### config.mk
export PLATFORM = sky130hd
export DESIGN_NAME = step_sequencer_note_scheduler
export DESIGN_NICKNAME = d
export VERILOG_FILES = /design/src/hw/rtl/ssns_pkg.sv /design/src/hw/rtl/step_sequencer_note_scheduler.sv /design/src/hw/rtl/ssns_fifo.sv /design/src/hw/rtl/ssns_front.sv /design/src/hw/rtl/ssns_div.sv /design/src/hw/rtl/ssns_back.sv
export VERILOG_INCLUDE_DIRS = /design/src /design/src/hw/rtl
export SDC_FILE = /design/constraint.sdc
export NUM_CORES = 2
export LEC_CHECK = 0
export ABC_AREA = 1
export BUFFER_PORTS_ARGS = -buffer_cell sky130_fd_sc_hd__buf_2
export CORE_MARGIN = 2
export CORE_UTILIZATION = 35
export CTS_BUF_LIST = sky130_fd_sc_hd__clkbuf_16
export CTS_CLUSTER_SIZE = 40
export DETAILED_ROUTE_END_ITERATION = 8
export GPL_ROUTABILITY_DRIVEN = 0
export PLACE_DENSITY = 0.57
export SYNTH_ARGS = -nofsm -noshare
export SYNTH_HDL_FRONTEND = slang
export SYNTH_SLANG_ARGS = --single-unit
### constraint.sdc
create_clock -name i_clk -period 14.9 [get_ports i_clk]
set_clock_uncertainty 0.05 [all_clocks]
set_input_delay 0.745 -clock i_clk [delete_from_list [all_inputs] [get_ports i_clk]]
set_output_delay 0.745 -clock i_clk [all_outputs]
set_load 0.02 [all_outputs]
### src/hw/rtl/step_sequencer_note_scheduler_defines.svh
// assertion macros for the note scheduler
// no dependencies
`ifndef STEP_SEQUENCER_NOTE_SCHEDULER_DEFINES_SVH
`define STEP_SEQUENCER_NOTE_SCHEDULER_DEFINES_SVH

// same-cycle implication
`define SSNS_ASSERT_NOW(label, clk, rst_n, ante, cons, msg) \
    label: assert property (@(posedge clk) disable iff (!rst_n) (ante) |-> (cons)) \
        else $error(msg);

// next-cycle implication
`define SSNS_ASSERT_NEXT(label, clk, rst_n, ante, cons, msg) \
    label: assert property (@(posedge clk) disable iff (!rst_n) (ante) |=> (cons)) \
        else $error(msg);

`endif

### src/hw/rtl/ssns_pkg.sv
// shared types and constants of the note scheduler
// no dependencies
package ssns_pkg;

    localparam int P_LAYERS  = 8;
    localparam int P_STEPS   = 16;
    localparam int P_TARGETS = 4;

    localparam int MAX_EVENTS = 64;
    localparam int CMD_DEPTH  = 2;
    localparam int EV_DEPTH   = 2;
    localparam int DIV_NW     = 48;
    localparam int DIV_DW     = 32;

    localparam logic [2:0]  TGT_BROADCAST = 3'd4;
    localparam logic [31:0] NEVER         = 32'hFFFF_FFFF;
    localparam logic [12:0] OFFSET_MAX    = 13'd8191;

    localparam logic [23:0] FPS_RESET   = 24'd5512;
    localparam logic [15:0] FRAC_RESET  = 16'd0;
    localparam logic [4:0]  COUNT_RESET = 5'd16;
    localparam logic [3:0]  MASK_RESET  = 4'd0;

    typedef enum logic [1:0] {
        OP_BLOCK = 2'd0,
        OP_STOP  = 2'd1,
        OP_WRITE = 2'd2
    } t_opcode;

    typedef enum logic [1:0] {
        CFG_FPS   = 2'd0,
        CFG_FRAC  = 2'd1,
        CFG_COUNT = 2'd2,
        CFG_MASK  = 2'd3
    } t_cfg_idx;

    typedef enum logic [1:0] {
        K_BLOCK,
        K_STOP,
        K_WRITE
    } t_kind;

    typedef enum logic [3:0] {
        ST_IDLE,
        ST_LOOP,
        ST_POS,
        ST_ESGO,
        ST_ES,
        ST_STGO,
        ST_STEP,
        ST_MUL,
        ST_ARM,
        ST_EMIT,
        ST_OFFCHK,
        ST_DEC,
        ST_FLUSH
    } t_state;

    typedef struct packed {
        logic [23:0] fps;
        logic [15:0] frac;
        logic [4:0]  count;
        logic [3:0]  mask;
    } t_cfg;

    typedef struct packed {
        logic        active;
        logic        mute;
        logic [6:0]  note;
        logic [6:0]  velocity;
        logic [3:0]  channel;
        logic [2:0]  tgt;
        logic [15:0] pattern;
    } t_layer;

    localparam t_layer LAYER_RESET = '{
        active: 1'b0, mute: 1'b0, note: 7'd0, velocity: 7'd0,
        channel: 4'd0, tgt: TGT_BROADCAST, pattern: 16'd0
    };

    typedef struct packed {
        t_kind       kind;
        logic [47:0] elapsed;
        logic [13:0] frames;
        logic [2:0]  layer_index;
        t_layer      layer;
    } t_cmd;

    typedef struct packed {
        logic        note_on;
        logic [3:0]  channel;
        logic [6:0]  note;
        logic [6:0]  velocity;
        logic [12:0] frame_offset;
        logic [1:0]  target;
        logic        last;
    } t_event;

endpackage

### src/hw/rtl/step_sequencer_note_scheduler.sv
// top level of the step sequencer note scheduler
// depends on ssns_pkg, ssns_front, ssns_back, ssns_fifo and the defines header
//
// Drum step sequencer stepped once per audio block request. Requests enter a
// two-deep queue and results leave through a two-deep queue, so both sides
// may stall freely. A block request that reaches a new step runs three
// serial divisions (position in loop, step index, step in pattern) on one
// shared divider, then walks the layers, or the targets of a layer sent to
// all targets, emitting events, and may run a second such pass for
// note-offs. Block requests without a new step go straight to the note-off
// check, which may run that pass, stop requests run one note-off pass, and
// layer writes are done in the idle state. Configuration writes are always
// ready and are meant to be made only while no request is in flight.
`include "step_sequencer_note_scheduler_defines.svh"

module step_sequencer_note_scheduler import ssns_pkg::*; #(
    parameter int LAYERS  = P_LAYERS,
    parameter int STEPS   = P_STEPS,
    parameter int TARGETS = P_TARGETS
) (
    input  logic        i_clk,
    input  logic        i_rst_n,
    input  logic        push,
    output logic        full,
    input  logic [1:0]  i_opcode,
    input  logic        i_playing,
    input  logic [47:0] i_elapsed_frames,
    input  logic [13:0] i_block_frames,
    input  logic [2:0]  i_layer_index,
    input  logic        i_layer_active,
    input  logic        i_layer_mute,
    input  logic [6:0]  i_layer_note,
    input  logic [6:0]  i_layer_velocity,
    input  logic [3:0]  i_layer_channel,
    input  logic [2:0]  i_layer_target,
    input  logic [15:0] i_layer_pattern,
    output logic        empty,
    input  logic        pop,
    output logic        o_note_on,
    output logic [3:0]  o_channel,
    output logic [6:0]  o_note,
    output logic [6:0]  o_velocity,
    output logic [12:0] o_frame_offset,
    output logic [1:0]  o_target,
    output logic        o_last,
    input  logic        i_cfg_valid,
    output logic        o_cfg_ready,
    input  logic [1:0]  i_cfg_index,
    input  logic [23:0] i_cfg_data
);
    t_cfg   r_cfg;
    logic   w_cmd_vld;
    t_cmd   w_cmd;
    logic   w_cmd_pop;
    logic   w_oq_push;
    logic   w_oq_full;
    t_event w_ev;
    t_event w_head;

    assign o_cfg_ready = 1'b1;

    always_ff @(posedge i_clk) begin
        if (!i_rst_n) begin
            r_cfg.fps   <= FPS_RESET;
            r_cfg.frac  <= FRAC_RESET;
            r_cfg.count <= COUNT_RESET;
            r_cfg.mask  <= MASK_RESET;
        end else if (i_cfg_valid) begin
            case (t_cfg_idx'(i_cfg_index))
                CFG_FPS:   r_cfg.fps   <= i_cfg_data;
                CFG_FRAC:  r_cfg.frac  <= i_cfg_data[15:0];
                CFG_COUNT: r_cfg.count <= i_cfg_data[4:0];
                CFG_MASK:  r_cfg.mask  <= i_cfg_data[3:0];
                default:   r_cfg       <= r_cfg;
            endcase
        end
    end

    ssns_front #(
        .LAYERS (LAYERS)
    ) u_front (
        .i_clk            (i_clk),
        .i_rst_n          (i_rst_n),
        .i_push           (push),
        .o_full           (full),
        .i_opcode         (i_opcode),
        .i_playing        (i_playing),
        .i_elapsed_frames (i_elapsed_frames),
        .i_block_frames   (i_block_frames),
        .i_layer_index    (i_layer_index),
        .i_layer_active   (i_layer_active),
        .i_layer_mute     (i_layer_mute),
        .i_layer_note     (i_layer_note),
        .i_layer_velocity (i_layer_velocity),
        .i_layer_channel  (i_layer_channel),
        .i_layer_target   (i_layer_target),
        .i_layer_pattern  (i_layer_pattern),
        .i_mask           (r_cfg.mask),
        .o_cmd_vld        (w_cmd_vld),
        .o_cmd            (w_cmd),
        .i_cmd_pop        (w_cmd_pop)
    );

    ssns_back #(
        .LAYERS  (LAYERS),
        .STEPS   (STEPS),
        .TARGETS (TARGETS)
    ) u_back (
        .i_clk     (i_clk),
        .i_rst_n   (i_rst_n),
        .i_cfg     (r_cfg),
        .i_cmd_vld (w_cmd_vld),
        .i_cmd     (w_cmd),
        .o_cmd_pop (w_cmd_pop),
        .o_ev_push (w_oq_push),
        .o_ev      (w_ev),
        .i_ev_full (w_oq_full)
    );

    ssns_fifo #(
        .t_data (t_event),
        .DEPTH  (EV_DEPTH)
    ) u_ev_q (
        .i_clk   (i_clk),
        .i_rst_n (i_rst_n),
        .i_push  (w_oq_push),
        .i_data  (w_ev),
        .o_full  (w_oq_full),
        .i_pop   (pop),
        .o_data  (w_head),
        .o_empty (empty)
    );

    assign o_note_on      = w_head.note_on;
    assign o_channel      = w_head.channel;
    assign o_note         = w_head.note;
    assign o_velocity     = w_head.velocity;
    assign o_frame_offset = w_head.frame_offset;
    assign o_target       = w_head.target;
    assign o_last         = w_head.last;

    `SSNS_ASSERT_NOW(a_ev_no_overrun, i_clk, i_rst_n, w_oq_push, !w_oq_full, "event queue overrun")
    `SSNS_ASSERT_NOW(a_cmd_no_underrun, i_clk, i_rst_n, w_cmd_pop, w_cmd_vld, "request queue underrun")
    `SSNS_ASSERT_NEXT(a_ev_visible, i_clk, i_rst_n, w_oq_push, !empty, "pushed event not visible")
endmodule

### src/hw/rtl/ssns_fifo.sv
// small register queue used between the scheduler parts
// no dependencies
module ssns_fifo #(
    parameter type t_data = logic,
    parameter int  DEPTH  = 2
) (
    input  logic  i_clk,
    input  logic  i_rst_n,
    input  logic  i_push,
    input  t_data i_data,
    output logic  o_full,
    input  logic  i_pop,
    output t_data o_data,
    output logic  o_empty
);
    localparam int AW = (DEPTH > 1) ? $clog2(DEPTH) : 1;
    localparam int CW = $clog2(DEPTH + 1);

    t_data          r_mem [DEPTH];
    logic [AW-1:0]  r_wr;
    logic [AW-1:0]  r_rd;
    logic [CW-1:0]  r_cnt;
    logic           w_push;
    logic           w_pop;

    assign o_full  = (r_cnt == CW'(DEPTH));
    assign o_empty = (r_cnt == '0);
    assign o_data  = r_mem[r_rd];
    assign w_push  = i_push && !o_full;
    assign w_pop   = i_pop && !o_empty;

    always_ff @(posedge i_clk) begin
        if (w_push) begin
            r_mem[r_wr] <= i_data;
        end
    end

    always_ff @(posedge i_clk) begin
        if (!i_rst_n) begin
            r_wr  <= '0;
            r_rd  <= '0;
            r_cnt <= '0;
        end else begin
            if (w_push) begin
                r_wr <= (r_wr == AW'(DEPTH - 1)) ? '0 : r_wr + AW'(1);
            end
            if (w_pop) begin
                r_rd <= (r_rd == AW'(DEPTH - 1)) ? '0 : r_rd + AW'(1);
            end
            if (w_push && !w_pop) begin
                r_cnt <= r_cnt + CW'(1);
            end else if (w_pop && !w_push) begin
                r_cnt <= r_cnt - CW'(1);
            end
        end
    end
endmodule

### src/hw/rtl/ssns_front.sv
// front end: takes requests, drops those without effect, queues the rest
// depends on ssns_pkg and ssns_fifo
module ssns_front import ssns_pkg::*; #(
    parameter int LAYERS = P_LAYERS
) (
    input  logic        i_clk,
    input  logic        i_rst_n,
    input  logic        i_push,
    output logic        o_full,
    input  logic [1:0]  i_opcode,
    input  logic        i_playing,
    input  logic [47:0] i_elapsed_frames,
    input  logic [13:0] i_block_frames,
    input  logic [2:0]  i_layer_index,
    input  logic        i_layer_active,
    input  logic        i_layer_mute,
    input  logic [6:0]  i_layer_note,
    input  logic [6:0]  i_layer_velocity,
    input  logic [3:0]  i_layer_channel,
    input  logic [2:0]  i_layer_target,
    input  logic [15:0] i_layer_pattern,
    input  logic [3:0]  i_mask,
    output logic        o_cmd_vld,
    output t_cmd        o_cmd,
    input  logic        i_cmd_pop
);
    t_cmd w_cmd;
    logic w_keep;
    logic w_empty;

    always_comb begin
        w_cmd.elapsed           = i_elapsed_frames;
        w_cmd.frames            = i_block_frames;
        w_cmd.layer_index       = i_layer_index;
        w_cmd.layer.active      = i_layer_active;
        w_cmd.layer.mute        = i_layer_mute;
        w_cmd.layer.note        = i_layer_note;
        w_cmd.layer.velocity    = i_layer_velocity;
        w_cmd.layer.channel     = i_layer_channel;
        w_cmd.layer.tgt         = (i_layer_target > TGT_BROADCAST) ? TGT_BROADCAST
                                                                   : i_layer_target;
        w_cmd.layer.pattern     = i_layer_pattern;
        w_cmd.kind              = K_BLOCK;
        w_keep                  = 1'b0;
        case (t_opcode'(i_opcode))
            OP_BLOCK: begin
                w_keep = i_playing && (i_mask != 4'd0);
            end
            OP_STOP: begin
                w_cmd.kind = K_STOP;
                w_keep     = 1'b1;
            end
            OP_WRITE: begin
                w_cmd.kind = K_WRITE;
                w_keep     = (32'(i_layer_index) < LAYERS);
            end
            default: begin
                w_keep = 1'b0;
            end
        endcase
    end

    ssns_fifo #(
        .t_data (t_cmd),
        .DEPTH  (CMD_DEPTH)
    ) u_cmd_q (
        .i_clk   (i_clk),
        .i_rst_n (i_rst_n),
        .i_push  (i_push && w_keep),
        .i_data  (w_cmd),
        .o_full  (o_full),
        .i_pop   (i_cmd_pop),
        .o_data  (o_cmd),
        .o_empty (w_empty)
    );

    assign o_cmd_vld = !w_empty;
endmodule

### src/hw/rtl/ssns_div.sv
// restoring divider, one quotient bit per cycle
// depends on ssns_pkg
module ssns_div import ssns_pkg::*; (
    input  logic              i_clk,
    input  logic              i_rst_n,
    input  logic              i_start,
    input  logic [DIV_NW-1:0] i_dividend,
    input  logic [DIV_DW-1:0] i_divisor,
    output logic              o_done,
    output logic [DIV_NW-1:0] o_quo,
    output logic [DIV_DW-1:0] o_rem
);
    localparam int NCW = $clog2(DIV_NW);

    logic [DIV_NW-1:0] r_quo;
    logic [DIV_DW-1:0] r_rem;
    logic [DIV_DW-1:0] r_div;
    logic [NCW-1:0]    r_cnt;
    logic              r_busy;
    logic              r_done;
    logic [DIV_DW:0]   w_sh;
    logic              w_ge;
    logic [DIV_DW:0]   w_diff;

    assign w_sh   = {r_rem, r_quo[DIV_NW-1]};
    assign w_ge   = (w_sh >= {1'b0, r_div});
    assign w_diff = w_sh - {1'b0, r_div};

    always_ff @(posedge i_clk) begin
        if (i_start) begin
            r_quo <= i_dividend;
            r_rem <= '0;
            r_div <= i_divisor;
        end else if (r_busy) begin
            r_quo <= {r_quo[DIV_NW-2:0], w_ge};
            r_rem <= w_ge ? w_diff[DIV_DW-1:0] : w_sh[DIV_DW-1:0];
        end
    end

    always_ff @(posedge i_clk) begin
        if (!i_rst_n) begin
            r_busy <= 1'b0;
            r_done <= 1'b0;
            r_cnt  <= '0;
        end else begin
            r_done <= 1'b0;
            if (i_start) begin
                r_busy <= 1'b1;
                r_cnt  <= NCW'(DIV_NW - 1);
            end else if (r_busy) begin
                r_cnt <= r_cnt - NCW'(1);
                if (r_cnt == '0) begin
                    r_busy <= 1'b0;
                    r_done <= 1'b1;
                end
            end
        end
    end

    assign o_done = r_done;
    assign o_quo  = r_quo;
    assign o_rem  = r_rem;
endmodule

### src/hw/rtl/ssns_back.sv
// back end: step timing, layer table, note event emission
// depends on ssns_pkg and ssns_div
module ssns_back import ssns_pkg::*; #(
    parameter int LAYERS  = P_LAYERS,
    parameter int STEPS   = P_STEPS,
    parameter int TARGETS = P_TARGETS
) (
    input  logic   i_clk,
    input  logic   i_rst_n,
    input  t_cfg   i_cfg,
    input  logic   i_cmd_vld,
    input  t_cmd   i_cmd,
    output logic   o_cmd_pop,
    output logic   o_ev_push,
    output t_event o_ev,
    input  logic   i_ev_full
);
    localparam int LW = (LAYERS > 1) ? $clog2(LAYERS) : 1;
    localparam int SW = (STEPS > 1) ? $clog2(STEPS) : 1;
    localparam int TW = (TARGETS > 1) ? $clog2(TARGETS) : 1;
    localparam int NW = $clog2(MAX_EVENTS + 1);

    t_state              r_state, n_state;
    t_layer              r_ly [LAYERS];
    logic [LAYERS-1:0]   r_trig, n_trig;
    logic [31:0]         r_ftns, n_ftns;
    logic [31:0]         r_ftno, n_ftno;
    logic [47:0]         r_elapsed, n_elapsed;
    logic [13:0]         r_frames, n_frames;
    logic [23:0]         r_fps, n_fps;
    logic [15:0]         r_frac, n_frac;
    logic [6:0]          r_cnt, n_cnt;
    logic [31:0]         r_loop, n_loop;
    logic [31:0]         r_pos, n_pos;
    logic [31:0]         r_es, n_es;
    logic [SW-1:0]       r_step, n_step;
    logic [31:0]         r_p1, n_p1;
    logic [31:0]         r_p2, n_p2;
    logic [31:0]         r_delay, n_delay;
    logic                r_stop, n_stop;
    logic                r_on, n_on;
    logic [LW-1:0]       r_layer, n_layer;
    logic [TW-1:0]       r_t, n_t;
    logic [NW-1:0]       r_nev, n_nev;
    t_event              r_pend, n_pend;
    logic                r_pend_vld, n_pend_vld;

    logic                w_ly_we;
    logic [LW-1:0]       w_ly_idx;
    t_layer              w_ly;
    logic [23:0]         w_fps;
    logic [6:0]          w_cnt;
    logic [31:0]         w_loop;
    logic [32:0]         w_es1;
    logic [48:0]         w_prod2;
    logic [63:0]         w_pat64;
    logic [7:0]          w_mask8;
    logic                w_qual;
    logic                w_emit;
    logic [1:0]          w_emit_tgt;
    logic                w_mark;
    logic                w_adv;
    logic                w_stall;
    logic [12:0]         w_off;
    t_event              w_new;
    t_event              w_last_ev;
    logic                w_div_start;
    logic [DIV_NW-1:0]   w_div_a;
    logic [DIV_DW-1:0]   w_div_b;
    logic                w_div_done;
    logic [DIV_NW-1:0]   w_div_q;
    logic [DIV_DW-1:0]   w_div_r;

    ssns_div u_div (
        .i_clk      (i_clk),
        .i_rst_n    (i_rst_n),
        .i_start    (w_div_start),
        .i_dividend (w_div_a),
        .i_divisor  (w_div_b),
        .o_done     (w_div_done),
        .o_quo      (w_div_q),
        .o_rem      (w_div_r)
    );

    // loop length from the current tempo settings
    always_comb begin
        w_fps  = (i_cfg.fps == 24'd0) ? 24'd1 : i_cfg.fps;
        if (i_cfg.count == 5'd0) begin
            w_cnt = 7'd1;
        end else if (7'(i_cfg.count) > 7'(STEPS)) begin
            w_cnt = 7'(STEPS);
        end else begin
            w_cnt = 7'(i_cfg.count);
        end
        w_loop = (32'(w_fps) * 32'(w_cnt)) + 32'((24'(i_cfg.frac) * 24'(w_cnt)) >> 16);
    end

    assign w_es1    = 33'(r_es) + 33'd1;
    assign w_prod2  = 49'(r_frac) * 49'(w_es1);
    assign w_ly_idx = LW'(i_cmd.layer_index);

    // per-layer emission decision
    always_comb begin
        w_ly       = r_ly[r_layer];
        w_pat64    = 64'(w_ly.pattern);
        w_mask8    = 8'(i_cfg.mask);
        w_qual     = w_ly.active && !w_ly.mute &&
                     (r_on ? w_pat64[6'(r_step)] : r_trig[r_layer]);
        w_emit     = 1'b0;
        w_emit_tgt = 2'(r_t);
        w_mark     = 1'b0;
        w_adv      = 1'b0;
        if (!w_qual) begin
            w_adv = 1'b1;
        end else if (w_ly.tgt != TGT_BROADCAST) begin
            w_emit     = 1'b1;
            w_emit_tgt = w_ly.tgt[1:0];
            w_mark     = 1'b1;
            w_adv      = 1'b1;
        end else begin
            w_emit = w_mask8[3'(r_t)];
            if (r_t == TW'(TARGETS - 1)) begin
                w_mark = 1'b1;
                w_adv  = 1'b1;
            end
        end
        w_off = (r_delay > 32'(OFFSET_MAX)) ? OFFSET_MAX : r_delay[12:0];
        w_new = '{
            note_on: r_on, channel: w_ly.channel, note: w_ly.note,
            velocity: w_ly.velocity, frame_offset: w_off, target: w_emit_tgt,
            last: 1'b0
        };
        w_last_ev      = r_pend;
        w_last_ev.last = 1'b1;
        w_stall        = r_pend_vld && i_ev_full;
    end

    always_comb begin
        n_state     = r_state;
        n_trig      = r_trig;
        n_ftns      = r_ftns;
        n_ftno      = r_ftno;
        n_elapsed   = r_elapsed;
        n_frames    = r_frames;
        n_fps       = r_fps;
        n_frac      = r_frac;
        n_cnt       = r_cnt;
        n_loop      = r_loop;
        n_pos       = r_pos;
        n_es        = r_es;
        n_step      = r_step;
        n_p1        = r_p1;
        n_p2        = r_p2;
        n_delay     = r_delay;
        n_stop      = r_stop;
        n_on        = r_on;
        n_layer     = r_layer;
        n_t         = r_t;
        n_nev       = r_nev;
        n_pend      = r_pend;
        n_pend_vld  = r_pend_vld;
        o_cmd_pop   = 1'b0;
        o_ev_push   = 1'b0;
        o_ev        = r_pend;
        w_ly_we     = 1'b0;
        w_div_start = 1'b0;
        w_div_a     = 48'(r_elapsed);
        w_div_b     = r_loop;
        case (r_state)
            ST_IDLE: begin
                if (i_cmd_vld) begin
                    o_cmd_pop = 1'b1;
                    n_nev     = '0;
                    n_layer   = '0;
                    n_t       = '0;
                    case (i_cmd.kind)
                        K_WRITE: begin
                            w_ly_we          = 1'b1;
                            n_trig[w_ly_idx] = 1'b0;
                        end
                        K_STOP: begin
                            n_ftns  = '0;
                            n_ftno  = NEVER;
                            n_stop  = 1'b1;
                            n_on    = 1'b0;
                            n_delay = '0;
                            n_state = ST_EMIT;
                        end
                        K_BLOCK: begin
                            n_stop    = 1'b0;
                            n_elapsed = i_cmd.elapsed;
                            n_frames  = i_cmd.frames;
                            n_fps     = w_fps;
                            n_frac    = i_cfg.frac;
                            n_cnt     = w_cnt;
                            n_loop    = w_loop;
                            n_state   = (32'(i_cmd.frames) > r_ftns) ? ST_LOOP : ST_OFFCHK;
                        end
                        default: begin
                            n_state = ST_IDLE;
                        end
                    endcase
                end
            end
            ST_LOOP: begin
                w_div_start = 1'b1;
                n_state     = ST_POS;
            end
            ST_POS: begin
                if (w_div_done) begin
                    n_pos   = w_div_r;
                    n_state = ST_ESGO;
                end
            end
            ST_ESGO: begin
                w_div_start = 1'b1;
                w_div_a     = 48'(r_pos + 32'(r_frames));
                w_div_b     = 32'(r_fps);
                n_state     = ST_ES;
            end
            ST_ES: begin
                if (w_div_done) begin
                    n_es    = w_div_q[31:0];
                    n_state = ST_STGO;
                end
            end
            ST_STGO: begin
                w_div_start = 1'b1;
                w_div_a     = 48'(r_es);
                w_div_b     = 32'(r_cnt);
                n_state     = ST_STEP;
            end
            ST_STEP: begin
                if (w_div_done) begin
                    n_step  = w_div_r[SW-1:0];
                    n_state = ST_MUL;
                end
            end
            ST_MUL: begin
                n_p1    = 32'(r_fps) * w_es1[31:0];
                n_p2    = w_prod2[47:16];
                n_state = ST_ARM;
            end
            ST_ARM: begin
                n_delay = r_ftns;
                n_ftns  = r_p1 + r_p2 - r_pos;
                n_ftno  = 32'(r_fps >> 1);
                n_on    = 1'b1;
                n_layer = '0;
                n_t     = '0;
                n_state = ST_EMIT;
            end
            ST_EMIT: begin
                if (!w_stall) begin
                    if (w_emit && (r_nev < NW'(MAX_EVENTS))) begin
                        o_ev_push  = r_pend_vld;
                        n_pend     = w_new;
                        n_pend_vld = 1'b1;
                        n_nev      = r_nev + NW'(1);
                    end
                    if (w_mark && !r_stop) begin
                        n_trig[r_layer] = r_on;
                    end
                    if (w_adv) begin
                        n_t = '0;
                        if (r_layer == LW'(LAYERS - 1)) begin
                            if (r_on) begin
                                n_state = ST_OFFCHK;
                            end else if (r_stop) begin
                                n_state = ST_FLUSH;
                            end else begin
                                n_ftno  = NEVER;
                                n_state = ST_DEC;
                            end
                        end else begin
                            n_layer = r_layer + LW'(1);
                        end
                    end else begin
                        n_t = r_t + TW'(1);
                    end
                end
            end
            ST_OFFCHK: begin
                if (32'(r_frames) > r_ftno) begin
                    n_delay = r_ftno;
                    n_on    = 1'b0;
                    n_layer = '0;
                    n_t     = '0;
                    n_state = ST_EMIT;
                end else begin
                    n_state = ST_DEC;
                end
            end
            ST_DEC: begin
                n_ftns  = r_ftns - 32'(r_frames);
                n_ftno  = r_ftno - 32'(r_frames);
                n_state = ST_FLUSH;
            end
            ST_FLUSH: begin
                if (!r_pend_vld) begin
                    n_state = ST_IDLE;
                end else if (!i_ev_full) begin
                    o_ev_push  = 1'b1;
                    o_ev       = w_last_ev;
                    n_pend_vld = 1'b0;
                    n_state    = ST_IDLE;
                end
            end
            default: begin
                n_state = ST_IDLE;
            end
        endcase
    end

    always_ff @(posedge i_clk) begin
        if (!i_rst_n) begin
            for (int i = 0; i < LAYERS; i++) begin
                r_ly[i] <= LAYER_RESET;
            end
        end else if (w_ly_we) begin
            r_ly[w_ly_idx] <= i_cmd.layer;
        end
    end

    always_ff @(posedge i_clk) begin
        if (!i_rst_n) begin
            r_state    <= ST_IDLE;
            r_trig     <= '0;
            r_ftns     <= '0;
            r_ftno     <= NEVER;
            r_pend_vld <= 1'b0;
        end else begin
            r_state    <= n_state;
            r_trig     <= n_trig;
            r_ftns     <= n_ftns;
            r_ftno     <= n_ftno;
            r_pend_vld <= n_pend_vld;
        end
    end

    always_ff @(posedge i_clk) begin
        r_elapsed <= n_elapsed;
        r_frames  <= n_frames;
        r_fps     <= n_fps;
        r_frac    <= n_frac;
        r_cnt     <= n_cnt;
        r_loop    <= n_loop;
        r_pos     <= n_pos;
        r_es      <= n_es;
        r_step    <= n_step;
        r_p1      <= n_p1;
        r_p2      <= n_p2;
        r_delay   <= n_delay;
        r_stop    <= n_stop;
        r_on      <= n_on;
        r_layer   <= n_layer;
        r_t       <= n_t;
        r_nev     <= n_nev;
        r_pend    <= n_pend;
    end
endmodule
==> results.sh <==
export IMPL_grt_pass1_wl_um=452000
export IMPL_clockRootBuffer="clkbuf_16"
export IMPL_pin_count=176
export IMPL_critical_path_top_delay_family="adder cells"
export IMPL_grt_total_usage_pct=22.2
export IMPL_synth_edf_count=1021
export IMPL_synth_flop_cell="edfxtp_1"
export IMPL_ctsResizeCount=0
export IMPL_status="completed"
export IMPL_area_growth_pct=10.5
export IMPL_cts_buffers=141
export IMPL_post_route_min_period_ns=9.43
export IMPL_max_slew_margin_pct=4.94
export IMPL_core_um2=263000
export IMPL_cts_sinks=1200
export IMPL_die_y_um=518
export IMPL_syn_area_per_cell_um2=9.00
export IMPL_antenna_found_initial=24
export IMPL_critPathMaxStageDelay_ns=0.95
export IMPL_holdWs_ns=0.0603
export IMPL_clkLatencyLatePin_ns=0.85
export IMPL_clk_pin_slew_worst_paths_ns=0.06
export IMPL_arrival_ns=9.99
export IMPL_finalSetupViolations=0
export IMPL_cts_tree="done"
export IMPL_antenna_left=0
export IMPL_drt_pass1_iterations=9
export IMPL_synth_commonest_cells="nand2_1, inv_1, nor2_1"
export IMPL_worst_slew_pin_slew_ns=1.42
export IMPL_finalHoldViolCount=0
export IMPL_fmax_mhz=106
export IMPL_yosysMostFrequentCell="nand2_1"
export IMPL_yosysTopAreaCell="edfxtp_1"
export IMPL_critPathSlowestCell="clkinv_1"
export IMPL_cp_max_fo=23
export IMPL_rows=188
export IMPL_vias=72500
export IMPL_final_max_slew_violation_count=0
export IMPL_r2r_setup_slack_ns=5.47
export IMPL_numPortBuffers=174
export IMPL_die_area_um2=268000
export IMPL_drt_iter0_markers=6959
export IMPL_clockBufferDepth=3
export IMPL_yosys_cell_types_count=73
export IMPL_syn_inst=10300
export IMPL_filler_cell_count=26100
export IMPL_grt_max_degree=100
export IMPL_post_route_drc_count=0
export IMPL_post_route_period_util_pct=63.3
export IMPL_dp_hpwl_um=223000
export IMPL_yosys_top_cells_area="edfxtp_1, fa_1, nand2_1"
export IMPL_critical_path_buf_inv_count=9
export IMPL_grt_pass1_vias=72300
export IMPL_seq_area_frac_synth_pct=37.1
export IMPL_synthesis_nets=11800
export IMPL_routedWlPerCell_um=21.6
export IMPL_tns_ns=0
export IMPL_hold_path_class="in2reg"
export IMPL_drt_wl_total_um=301000
export IMPL_ys_seq_elements=1200
export IMPL_finalNetCount=11800
export IMPL_vias_per_cell=5.20
export IMPL_cp_data_required_time_ns=15.46
export IMPL_yosysTopAreaCellShare_pct=33.2
export IMPL_syn_area_um2=92400
export IMPL_worstSetupPathType="reg2reg"
export IMPL_yosys_warnings=0
export IMPL_async_flop_share_pct=0
export IMPL_critPathMostFrequentCell="nand2_1"
export IMPL_rsz0062_at_grt="false"
export IMPL_cap_violations=0
export IMPL_drive_gt1_share_pct=6.23
export IMPL_end_kind="register"
export IMPL_cts_max_level=4
export IMPL_fp_dieW_um=518
export IMPL_start_kind="register"
export IMPL_overflow=0
export IMPL_start_util_pct=35.2
==> flip-flops by register name (all words and copies together), names as in the netlist, 34 cells and up, named ones only <==
name,cells
r_cfg,49
u_back.r_elapsed,48
u_back.r_ly,312
u_back.r_pend,34
u_back.u_div.o_quo,48
u_ev_q.r_mem,70
u_front.u_cmd_q.r_mem,212
==> kinds of logic (layout without fill, tap and decap cells) <==
group                    after synthesis  in the layout  synth area share, %
AND/OR/NAND/NOR                     3828           3828                 16.6
buffers and inverters               2305           2477                 9.48
adder cells (fa/ha/maj)             1367           1367                 26.3
AO/OA/AOI/OAI                       1315           1315                 8.10
flip-flops                          1200           1200                 37.1
XOR/XNOR                             168            168                 1.60
multiplexers                          74             74                0.849
other                                  1              5              0.00406
==> metrics by stage <==
| stage | setup slack (ns) | cell area [um2] | instances | util, % |
|---|---|---|---|---|
| after global placement | 5.80 | 97100 | 13700 | 37.0 |
| after CTS | 5.68 | 102000 | 13900 | 38.9 |
| final | 5.47 | 102000 | 13900 | 38.9 |
| after global routing | 5.06 | 102000 | 13900 | 38.9 |
| after floorplan | 3.60 | 92400 | 10300 | - |
| after detailed placement | 5.69 | 97100 | 13700 | 37.0 |
==> per-layer routing <==
layer / wire length (um) / GRT usage [%] / vias to the layer above
met4: 15000 / 9.76 / 2
met5: 13 / 0 / -
met3: 28500 / 4.71 / 601
li1: - / - / 32600
met2: 135000 / 35.0 / 3422
met1: 122000 / 29.4 / 35800
==> path summary, 6_finish.rpt <==
check                                                     start  depth (start not counted)                                endpoint
worst max-delay path                   u_back.r_es[1]$_DFFE_PP_                         35               u_back.r_p1[31]$_DFFE_PP_
worst min-delay path                        i_layer_pattern[10]                          1  u_front.u_cmd_q.r_mem[0][10]$_DFFE_PP_
worst max register to register         u_back.r_es[1]$_DFFE_PP_                         35               u_back.r_p1[31]$_DFFE_PP_
worst min register to register  u_back.u_div.o_quo[1]$_DFFE_PP_                          0                u_back.r_es[1]$_DFFE_PP_
==> layout make-up <==
class	count	area, um2	share of cell area [%]
Tap cell	3515	4400	4.31
Clock inverter	114	1090	1.07
Inverter	1882	7070	6.92
Timing Repair Buffer	339	2200	2.16
Sequential cell	1200	34300	33.6
Clock buffer	142	3550	3.48
Multi-Input combinational cell	6753	49500	48.5
Antenna cell	4	10.0	0.00981
==> cells in the final DEF, fill, tap and decap left out, types with 21 or more instances in the layout <==
| cell type | instances |
|---|---|
| inv_1 | 1872 |
| nand2_1 | 1841 |
| nor2_1 | 1483 |
| edfxtp_1 | 1021 |
| fa_1 | 962 |
| o21ai_0 | 513 |
| a21oi_1 | 415 |
| ha_1 | 405 |
| nand3_1 | 225 |
| dfxtp_1 | 175 |
| buf_2 | 173 |
| clkbuf_16 | 142 |
| buf_4 | 129 |
| xor2_1 | 106 |
| nand4_1 | 83 |
| o22ai_1 | 82 |
| nor3_1 | 66 |
| xnor2_1 | 61 |
| o211ai_1 | 54 |
| clkinv_1 | 52 |
| a31oi_1 | 47 |
| mux2i_1 | 39 |
| dlygate4sd3_1 | 37 |
| mux2_2 | 35 |
| a221oi_1 | 33 |
| o21ai_1 | 25 |
| a21o_1 | 25 |
| clkinv_2 | 24 |
| nor4_1 | 24 |
| or2_2 | 22 |
| o21bai_1 | 21 |
==> timing repair <==
| action | CTS | global route |
|---|---|---|
| hold buffers | 37 | 0 |
| buffers inserted | 0 | 0 |
| endpoints found under the hold margin | 73 | 0 |
Power is not shown: default switching activity piles up to over one toggle a cycle in this logic, so the estimate is an artifact.
